$ cat config.mk
export PLATFORM = sky130hd
export DESIGN_NAME = vrt_cfg
export DESIGN_NICKNAME = d
export VERILOG_FILES = /design/src/sv/vertex_rotate_translate_top_defines.svh /design/src/sv/vrt_pkg.sv /design/src/sv/vrt_cfg.sv
export SDC_FILE = /design/constraint.sdc
export NUM_CORES = 2
export LEC_CHECK = 0
export CORE_MARGIN = 4
export CORE_UTILIZATION = 60
export DETAILED_ROUTE_END_ITERATION = 10
export DONT_BUFFER_PORTS = 1
export PLACE_DENSITY = 0.86
export SYNTH_ARGS = -nofsm -noshare
export SYNTH_HDL_FRONTEND = slang
export SYNTH_SLANG_ARGS = --single-unit
$ cat constraint.sdc
create_clock -name clk -period 32 [get_ports clk]
set_clock_uncertainty 0.15 [all_clocks]
set_input_delay 1.6 -clock clk [delete_from_list [all_inputs] [get_ports clk]]
set_output_delay 1.6 -clock clk [all_outputs]
set_load 0.01 [all_outputs]
$ cat src/sv/vertex_rotate_translate_top_defines.svh
`ifndef VERTEX_ROTATE_TRANSLATE_TOP_DEFINES_SVH
`define VERTEX_ROTATE_TRANSLATE_TOP_DEFINES_SVH

// same-cycle implication
`define VRT_ASSERT_IMP(lbl, ck, rn, ante, cons) \
	lbl: assert property (@(posedge ck) disable iff (!rn) (ante) |-> (cons)) \
		else $error("same-cycle check failed");

// next-cycle implication
`define VRT_ASSERT_NXT(lbl, ck, rn, ante, cons) \
	lbl: assert property (@(posedge ck) disable iff (!rn) (ante) |=> (cons)) \
		else $error("next-cycle check failed");

`endif

$ cat src/sv/vrt_pkg.sv
package vrt_pkg;

	localparam int COORD_W = 32;
	localparam int ANG_W = 17;
	localparam int TRIG_W = 34;
	localparam int DISP_W = 36;
	localparam int ZACC_W = 32;
	localparam int CFG_IDX_W = 3;
	localparam int CFG_DATA_W = 32;
	localparam int ATAN_ENTRIES = 24;
	localparam int CORDIC_STAGES_DEF = 16;
	localparam int TRIG_FRAC = 30;

	localparam logic signed [TRIG_W-1:0] CORDIC_GAIN = 34'sd652032874;

	localparam logic [CFG_IDX_W-1:0] REG_MODE    = 3'd0;
	localparam logic [CFG_IDX_W-1:0] REG_HEADING = 3'd1;
	localparam logic [CFG_IDX_W-1:0] REG_CLIMB   = 3'd2;
	localparam logic [CFG_IDX_W-1:0] REG_DIST    = 3'd3;
	localparam logic [CFG_IDX_W-1:0] REG_CX      = 3'd4;
	localparam logic [CFG_IDX_W-1:0] REG_CY      = 3'd5;
	localparam logic [CFG_IDX_W-1:0] REG_SPIN    = 3'd6;

	typedef struct packed {
		logic                       busy;
		logic                       mode;
		logic signed [COORD_W-1:0]  cx;
		logic signed [COORD_W-1:0]  cy;
		logic signed [TRIG_W-1:0]   cos_v;
		logic signed [TRIG_W-1:0]   sin_v;
		logic signed [DISP_W-1:0]   dx;
		logic signed [DISP_W-1:0]   dy;
		logic signed [DISP_W-1:0]   dz;
	} xform_t;

	// atan(2^-i), hundredths of a degree times 2^16
	function automatic logic signed [ZACC_W-1:0] atan_val(input logic [4:0] idx);
		logic signed [ZACC_W-1:0] r;
		case (idx)
			5'd0: r = 32'sd294912000;
			5'd1: r = 32'sd174096719;
			5'd2: r = 32'sd91987925;
			5'd3: r = 32'sd46694507;
			5'd4: r = 32'sd23437865;
			5'd5: r = 32'sd11730358;
			5'd6: r = 32'sd5866610;
			5'd7: r = 32'sd2933484;
			5'd8: r = 32'sd1466764;
			5'd9: r = 32'sd733385;
			5'd10: r = 32'sd366693;
			5'd11: r = 32'sd183346;
			5'd12: r = 32'sd91673;
			5'd13: r = 32'sd45837;
			5'd14: r = 32'sd22918;
			5'd15: r = 32'sd11459;
			5'd16: r = 32'sd5730;
			5'd17: r = 32'sd2865;
			5'd18: r = 32'sd1432;
			5'd19: r = 32'sd716;
			5'd20: r = 32'sd358;
			5'd21: r = 32'sd179;
			5'd22: r = 32'sd90;
			5'd23: r = 32'sd45;
			default: r = '0;
		endcase
		return r;
	endfunction

endpackage

$ cat src/sv/vrt_cfg.sv
module vrt_cfg #(
	parameter int CORDIC_STAGES = vrt_pkg::CORDIC_STAGES_DEF
) (
	input  logic                               clk,
	input  logic                               arst_n,
	input  logic                               cfg_valid,
	input  logic [vrt_pkg::CFG_IDX_W-1:0]      cfg_index,
	input  logic [vrt_pkg::CFG_DATA_W-1:0]     cfg_data,
	output vrt_pkg::xform_t                    xf
);
	import vrt_pkg::*;

	localparam int N_IT = (CORDIC_STAGES < ATAN_ENTRIES) ? CORDIC_STAGES : ATAN_ENTRIES;
	localparam int IT_W = $clog2(N_IT);
	localparam int PROD_W = 2 * TRIG_W;

	localparam logic [2:0] ST_IDLE = 3'd0;
	localparam logic [2:0] ST_LOAD = 3'd1;
	localparam logic [2:0] ST_ITER = 3'd2;
	localparam logic [2:0] ST_MULA = 3'd3;
	localparam logic [2:0] ST_MULB = 3'd4;
	localparam logic [2:0] ST_MULC = 3'd5;

	localparam logic [1:0] JOB_CLIMB = 2'd0;
	localparam logic [1:0] JOB_HEAD  = 2'd1;
	localparam logic [1:0] JOB_SPIN  = 2'd2;

	logic                      mode_q;
	logic signed [ANG_W-1:0]   heading_q, climb_q, spin_q;
	logic signed [COORD_W-1:0] dist_q, cx_q, cy_q;

	logic [2:0]                state_q;
	logic [1:0]                job_q;
	logic [IT_W-1:0]           it_q;
	logic                      neg_q;
	logic signed [TRIG_W-1:0]  x_q, y_q, h_q, cos_q, sin_q;
	logic signed [ZACC_W-1:0]  z_q;
	logic signed [PROD_W-1:0]  prod_q;
	logic signed [DISP_W-1:0]  dx_q, dy_q, dz_q;

	logic signed [ANG_W-1:0]   ang;
	logic signed [18:0]        a0, r1, r2, r3, r4, r5;
	logic                      fold;
	logic signed [TRIG_W-1:0]  sh_x, sh_y, cv, sv, a_op, t_op;
	logic signed [PROD_W-1:0]  rnd;

	always_ff @(posedge clk or negedge arst_n) begin
		if (!arst_n) begin
			mode_q <= 1'b0;
			heading_q <= '0;
			climb_q <= '0;
			spin_q <= '0;
			dist_q <= '0;
			cx_q <= '0;
			cy_q <= '0;
		end else if (cfg_valid) begin
			case (cfg_index)
				REG_MODE:    mode_q <= cfg_data[0];
				REG_HEADING: heading_q <= cfg_data[ANG_W-1:0];
				REG_CLIMB:   climb_q <= cfg_data[ANG_W-1:0];
				REG_DIST:    dist_q <= cfg_data;
				REG_CX:      cx_q <= cfg_data;
				REG_CY:      cy_q <= cfg_data;
				REG_SPIN:    spin_q <= cfg_data[ANG_W-1:0];
				default: ;
			endcase
		end
	end

	always_comb begin
		case (job_q)
			JOB_CLIMB: ang = climb_q;
			JOB_HEAD:  ang = heading_q;
			default:   ang = spin_q;
		endcase
		a0 = 19'(ang) + 19'sd72000;
		r1 = (a0 >= 19'sd36000) ? a0 - 19'sd36000 : a0;
		r2 = (r1 >= 19'sd36000) ? r1 - 19'sd36000 : r1;
		r3 = (r2 >= 19'sd36000) ? r2 - 19'sd36000 : r2;
		r4 = (r3 > 19'sd18000) ? r3 - 19'sd36000 : r3;
		fold = (r4 > 19'sd9000) || (r4 < -19'sd9000);
		if (r4 > 19'sd9000)
			r5 = r4 - 19'sd18000;
		else if (r4 < -19'sd9000)
			r5 = r4 + 19'sd18000;
		else
			r5 = r4;
		sh_x = x_q >>> it_q;
		sh_y = y_q >>> it_q;
		cv = neg_q ? -x_q : x_q;
		sv = neg_q ? -y_q : y_q;
		a_op = (job_q == JOB_CLIMB) ? TRIG_W'(dist_q) : h_q;
		if (state_q == ST_MULA)
			t_op = (job_q == JOB_CLIMB) ? sv : cv;
		else
			t_op = (job_q == JOB_CLIMB) ? cv : sv;
		rnd = (prod_q + (PROD_W'(1) <<< (TRIG_FRAC - 1))) >>> TRIG_FRAC;
	end

	always_ff @(posedge clk or negedge arst_n) begin
		if (!arst_n) begin
			state_q <= ST_LOAD;
			job_q <= JOB_CLIMB;
		end else if (cfg_valid) begin
			state_q <= ST_LOAD;
			job_q <= JOB_CLIMB;
		end else begin
			case (state_q)
				ST_LOAD: state_q <= ST_ITER;
				ST_ITER: if (it_q == IT_W'(N_IT - 1)) state_q <= ST_MULA;
				ST_MULA: state_q <= (job_q == JOB_SPIN) ? ST_IDLE : ST_MULB;
				ST_MULB: state_q <= ST_MULC;
				ST_MULC: begin
					state_q <= ST_LOAD;
					job_q <= (job_q == JOB_CLIMB) ? JOB_HEAD : JOB_SPIN;
				end
				default: ;
			endcase
		end
	end

	always_ff @(posedge clk) begin
		case (state_q)
			ST_LOAD: begin
				x_q <= CORDIC_GAIN;
				y_q <= '0;
				z_q <= ZACC_W'(r5) <<< 16;
				neg_q <= fold;
				it_q <= '0;
			end
			ST_ITER: begin
				if (z_q >= 0) begin
					x_q <= x_q - sh_y;
					y_q <= y_q + sh_x;
					z_q <= z_q - atan_val(5'(it_q));
				end else begin
					x_q <= x_q + sh_y;
					y_q <= y_q - sh_x;
					z_q <= z_q + atan_val(5'(it_q));
				end
				it_q <= it_q + 1'b1;
			end
			ST_MULA: begin
				if (job_q == JOB_SPIN) begin
					cos_q <= cv;
					sin_q <= sv;
				end
				prod_q <= a_op * t_op;
			end
			ST_MULB: begin
				if (job_q == JOB_CLIMB)
					dz_q <= DISP_W'(rnd);
				else
					dx_q <= DISP_W'(rnd);
				prod_q <= a_op * t_op;
			end
			ST_MULC: begin
				if (job_q == JOB_CLIMB)
					h_q <= TRIG_W'(rnd);
				else
					dy_q <= DISP_W'(rnd);
			end
			default: ;
		endcase
	end

	assign xf.busy = (state_q != ST_IDLE);
	assign xf.mode = mode_q;
	assign xf.cx = cx_q;
	assign xf.cy = cy_q;
	assign xf.cos_v = cos_q;
	assign xf.sin_v = sin_q;
	assign xf.dx = dx_q;
	assign xf.dy = dy_q;
	assign xf.dz = dz_q;

endmodule

### Word level (Yosys, flattened, before mapping)

Memory sizes are Yosys's and may differ from the RTL's. A register that Yosys moved wholly into a read port is not among the register bits.
Cells that the tools add are included.

| operators by class | value |
|---|---|
| $add $sub $neg | 17 |
| $mul | 1 |
| order comparisons | 7 |
| equality and inequality tests | 15 |
| shift operators | 2 |
| mux-type cells | 33 |
| bitwise operators | 1 |
| reduce and logical (&&, ||, !) cells | 21 |

Operators with widths:

| cell | count |
|---|---|
| $mux W34 | 8 |
| $mux W32 | 5 |
| $pmux W34 S2 | 2 |
| $mux W19 | 4 |
| $sub A19 B17 Y19 const B | 4 |
| $add A34 B34 Y34 | 2 |
| $neg A34 Y34 | 2 |
| $sshr A34 B4 Y34 | 2 |
| $sub A34 B34 Y34 | 2 |
| $add A66 B31 Y66 const B | 1 |
| $mul A34 B34 Y66 | 1 |
| $pmux W32 S2 | 1 |
| $ge A19 B17 Y1 const B | 3 |
| $pmux W17 S2 | 1 |
| $add A32 B32 Y32 | 1 |
| $ge A32 B1 Y1 const B | 1 |
| $mux W16 | 2 |
| $sub A32 B32 Y32 | 1 |
| $reduce_and A2 Y1 | 13 |
| $add A17 B18 Y19 const B | 1 |
| $gt A19 B15 Y1 const B | 1 |
| $gt A19 B16 Y1 const B | 1 |
| $lt A19 B15 Y1 const B | 1 |
| $add A16 B16 Y16 const B | 1 |
| other kinds (22) | 36 |

| storage, ports and cells | value |
|---|---|
| register bits | 534 |
| ROM bits | 928 |
| input bits | 38 |
| output and inout port bits | 242 |
| word-level logic and storage cells | 120 |
| memories | 2 |

Memory list:

| name | depth | bits a word | read ports | clocked after Yosys merged registers in | write ports | line | source |
|---|---|---|---|---|---|---|---|
| (no name shown) | 16 | 29 | 1 | 1 | 0 | vrt_pkg.sv:39 | `case (idx)` |
| (no name shown) | 16 | 29 | 1 | 1 | 0 | vrt_pkg.sv:39 |  |

### Depth between registers and ports, before layout

| depth | value |
|---|---|
| depth after elaboration | 15 |
| mapped depth | 51 |
| depth with buffers taken out | 51 |

### Worst setup path before layout

OpenSTA, ideal clock, no wires.

| timing path | value |
|---|---|
| kind | register to register |
| start | register job_q[1] |
| end | register prod_q[65], data pin |
| data arrival time | 11515 ps |
| setup slack | 20076 ps |
| stages on the path, launching flop included | 50 |
| buffers on the path | 9 |
| period minus slack after synthesis | 11924 ps |
| cell sequence | dfrtp_1 buf_4 buf_6 buf_6 buf_2 or2_2 clkbuf_1 xnor2_1 clkbuf_1 clkbuf_1 buf_1 nand2_1 o21ai_1 clkbuf_1 nor2_1 fa_1 inv_1 fa_1 (+14 left out) a21oi_1 a2111o_1 a21oi_1 o2111ai_1 o2111ai_1 a31oi_1 a41oi_1 a21oi_1 a41o_1 a41o_1 a41oi_1 o21ai_0 and2_1 o21a_1 o21a_1 o21a_1 nor2_1 xnor2_1 |

| on the way | value |
|---|---|
| longest elaborated chain between the ends | 4 |
| elaborated cells between the ends (all ways) | 6 |
| those cells by class | mul (1); mux (4); reduce/logical (1) |

Ends and longest elaborated chain:

| item | line | source |
|---|---|---|
| from (decl) | vrt_cfg.sv:33 | `logic [1:0] job_q;` |
| from (signal assigned) | vrt_cfg.sv:115 | `job_q <= (job_q == JOB_CLIMB) ? JOB_HEAD : JOB_SPIN;` |
| $logic_not A2 Y1 (*) | vrt_cfg.sv:92, vrt_cfg.sv:94, vrt_cfg.sv:96 |  |
| $mux W34 (on tied branches) | vrt_cfg.sv:96, vrt_cfg.sv:94 |  |
| $mux W34 | vrt_cfg.sv:93 | `if (state_q == ST_MULA)` |
| $mul A34 B34 Y66 (*) | vrt_cfg.sv:148, vrt_cfg.sv:155 |  |
| to (signal assigned) | vrt_cfg.sv:148 | `prod_q <= a_op * t_op;` |
| to (signal assigned) | vrt_cfg.sv:155 | `prod_q <= a_op * t_op;` |
| to (decl) | vrt_cfg.sv:38 | `logic signed [PROD_W-1:0] prod_q;` |

Mark *: on every way between the ends. The rest lies on a longest branch, timed or not.
A chain may end at the register's enable or synchronous reset.

### Final worst setup path

| timing path | value |
|---|---|
| start | register y_q[0] |
| end | register prod_q[65], data pin |

| on the way | value |
|---|---|
| longest elaborated chain between the ends | 5 |
| elaborated cells between the ends (all ways) | 6 |
| those cells by class | add/sub (1); mul (1); mux (4) |

Ends and longest elaborated chain:

| item | line | source |
|---|---|---|
| from (decl) | vrt_cfg.sv:36 | `logic signed [TRIG_W-1:0] x_q, y_q, h_q, cos_q, sin_q;` |
| from (signal assigned) | vrt_cfg.sv:134 | `y_q <= y_q + sh_x;` |
| from (signal assigned) | vrt_cfg.sv:138 | `y_q <= y_q - sh_x;` |
| $neg A34 Y34 (*) | vrt_cfg.sv:91 | `sv = neg_q ? -y_q : y_q;` |
| $mux W34 (*) | vrt_cfg.sv:91 |  |
| net sv[20] | vrt_cfg.sv:44 | `logic signed [TRIG_W-1:0] sh_x, sh_y, cv, sv, a_op, t_op;` |
| $mux W34 (on tied branches) | vrt_cfg.sv:96, vrt_cfg.sv:94 |  |
| $mux W34 (*) | vrt_cfg.sv:93 |  |
| $mul A34 B34 Y66 (*) | vrt_cfg.sv:148, vrt_cfg.sv:155 |  |

Mark *: on every way through the listed nets, which the timed path passes. The rest lies on a longest branch.

==> summary.txt <==
Min path
  – Hold crit path type: flip-flop to flip-flop

Synth
  – Sequential area share after synthesis: 20.9%
  – Post-synthesis cell count: 7474
  – Synth Flop Type: edfxtp_1
  – Most numerous cell in the Yosys netlist: inv_1
  – Seq cells post-synth: 534
  – Async set-reset flop share out of synthesis: 28.7%
  – Synth Area per Inst: 9.59 um2
  – Number of synthesized flops with an enable pin: 352
  – Synth top area share: 34.1%
  – Cell taking the most area after synthesis: fa_1
  – Ys Warns: 0
  – Synth top area cells: fa_1, edfxtp_1, inv_1, nand2_1, ha_1
  – Post-synth top cells: inv_1, fa_1, nand2_1
  – Synthesized area: 71700 um2
  – Syn Nets: 9056
  – Yosys cell types: 110

Route
  – WL/cell: 23.7 um
  – First-pass DRT Iterations: 11
  – 1st-iter DRT viols: 5802
  – Post-DRT Antenna Nets: 0
  – Routed via count: 55400
  – Final wirelength: 213000 um
  – Avg Vias per Cell: 6.16
  – # DRC: 1

CTS
  – TritonCTS clock tree: yes
  – H-tree depth: 2
  – Clock sink count: 534
  – CTS max path bufs: 3
  – Root buffer cell: clkbuf_16
  – Setup Buffers After CTS: 0
  – Total CTS buffers: 52
  – Clock latency on the worst-skew pair: 0.66 ns
  – CTS Hold Bufs: 0
  – # resized after CTS: 0
  – Clock Pin Slew Worst Setup and Hold Paths: 0.07 ns

Critical path
  – Slowest library cell on the worst path: nor4_1
  – WS Path Type: flip-flop to flip-flop
  – Worst Path Arrival: 14.04 ns
  – Most frequent CP cell: fa_1
  – CP peak stage delay: 0.84 ns
  – Critical path endpoint category: flip-flop
  – CP Max Fanout: 12
  – WP data required: 32.25 ns
  – Crit start category: flip-flop

Placed design
  – Placer Congestion: 1.00
  – Post-Place Cells: 8890
  – Port Buffer Count: 0
  – Detailed Place HPWL: 160000 um

Timing
  – Tightest Pin Transition: 1.28 ns
  – Setup TNS: 0 ns
  – Fin crit period: 13.79 ns
  – Final period utilization: 43.1%
  – WHS: 0.359 ns
  – Final Max Tran Viols: 0
  – Final hold vios: 0
  – Setup-failing EPs final: 0
  – Slew headroom: 13.9%
  – RSZ-0062 raised after global routing: no
  – Peak Freq: 0.0725 GHz

Floorplanning
  – IO Pins: 280
  – DIE AREA: 125000 um2
  – Die H: 354 um
  – Die width: 354 um
  – Initial core utilization: 60.5%
  – Rows: 126
  – Core box area: 118000 um2

Layout
  – Layout cells sized above 1: 7.53%
  – Non-filler cells, final: 8991
  – Layout Nets: 8926
  – P&R area growth vs syn: 5.48%

Global route
  – Vias in the first global route: 58700
  – Initial antenna violation count: 7
  – Gr usage total: 34.3%
  – Grt ovf: 0
  – First-pass GRT wire length: 332000 um
  – Largest net degree at the start of global routing: 154

Status
  – Run status: finished, violations left
  – Failing checks: design-rule violations

Job
  – Max cap viols: 0
## logic make-up after synthesis
kind of cell	synth area share, %
compound gates	7.26
xor+xnor	4.36
fa+ha+maj	39.7
buf+inv	8.47
flops	20.9
mux	5.27
simple gates	14.0
## final timing paths
| kind | start | end | slack [ns] | depth (start not counted) |
|---|---|---|---|---|
| min reg2reg | climb_q[2]$_DFFE_PN0P_ | climb_q[2]$_DFFE_PN0P_ | 0.36 | 1 |
| max reg2reg | y_q[0]$_SDFFCE_PN0N_ | prod_q[65]$_DFFE_PP_ | 18.21 | 44 |
| min | climb_q[2]$_DFFE_PN0P_ | climb_q[2]$_DFFE_PN0P_ | 0.36 | 1 |
| max | y_q[0]$_SDFFCE_PN0N_ | prod_q[65]$_DFFE_PP_ | 18.21 | 44 |
| max in group asynchronous | arst_n | state_q[0]$_DFFE_PN1P_ | 30.90 | 0 |
| min in group asynchronous | arst_n | cx_q[12]$_DFFE_PN0P_ | 0.48 | 0 |
## layout by cell type, fill, tap and decap left out, types with 29 or more instances in the layout
cell       netlist  routed
nor2_1         543     538
edfxtp_1       352     352
ha_1           323     322
inv_1         1268    1267
and2_1         105     105
and3_1          46      46
nand2b_1        43      43
nor3_1          81      78
xnor2_1        229     226
a21oi_1        208     187
mux2_2         174     174
or3_1           48      47
buf_4            3     139
xor2_1         122     122
clkbuf_16        0      52
nor2b_1         46      46
a21o_1          33      33
mux2i_1        124     112
o21ai_0        214     211
fa_1          1221    1221
o21a_1          39      39
nand2_1       1216    1215
nand3_1         67      67
dfxtp_1         29      29
dfrtp_1        152     152
o31ai_1         39      39
## registers in the layout, indices dropped and copies added (netlist names), 32 cells and up, named ones only
signal	count
cos_q	34
cx_q	32
cy_q	32
dist_q	32
dx_q	36
dy_q	36
dz_q	36
h_q	34
prod_q	37
sin_q	34
x_q	34
y_q	34
z_q	32
## worst max-delay path: cells and delay by family (launching register included)
kind / cells / cell delay [ns]
AOI/OAI and AO/OA: 18 / 5.15
adders and majority gates: 10 / 4.35
and+or+nand+nor: 7 / 2.08
buffers and inverters: 7 / 0.85
DFF: 1 / 0.54
xor gates and xnor gates: 2 / 0.41
## through the flow
stage                     utilization (%)  instance area (um2)  worst slack [ns]
final                                63.9                75600             18.21
after global routing                 63.9                75600             17.63
after CTS                            63.9                75600             18.37
after floorplan                         -                71700             20.08
after detailed placement             62.3                73700             18.53
after global placement               62.3                73700             18.91
## metal layers
| metal | routed length [um] | global-route usage (%) |
|---|---|---|
| met1 | 72500 | 41.5 |
| met2 | 96300 | 53.9 |
| met3 | 27400 | 10.5 |
| met4 | 16600 | 21.5 |
| met5 | 54 | 0 |
## cell type report
cell class              count  area, um2
multi-input cells        5346      50900
fillers                  8982      42800
flip-flops and latches    534      15000
inverters                1271       4770
well taps                1600       2000
clock buffers              55       1310
repair buffers            139       1040
clock inverters            42        577
diodes                      4       10.0
Power is left out: the tool's default activity adds up to more than one toggle a clock period on the data nets, which glitch-free logic cannot reach.
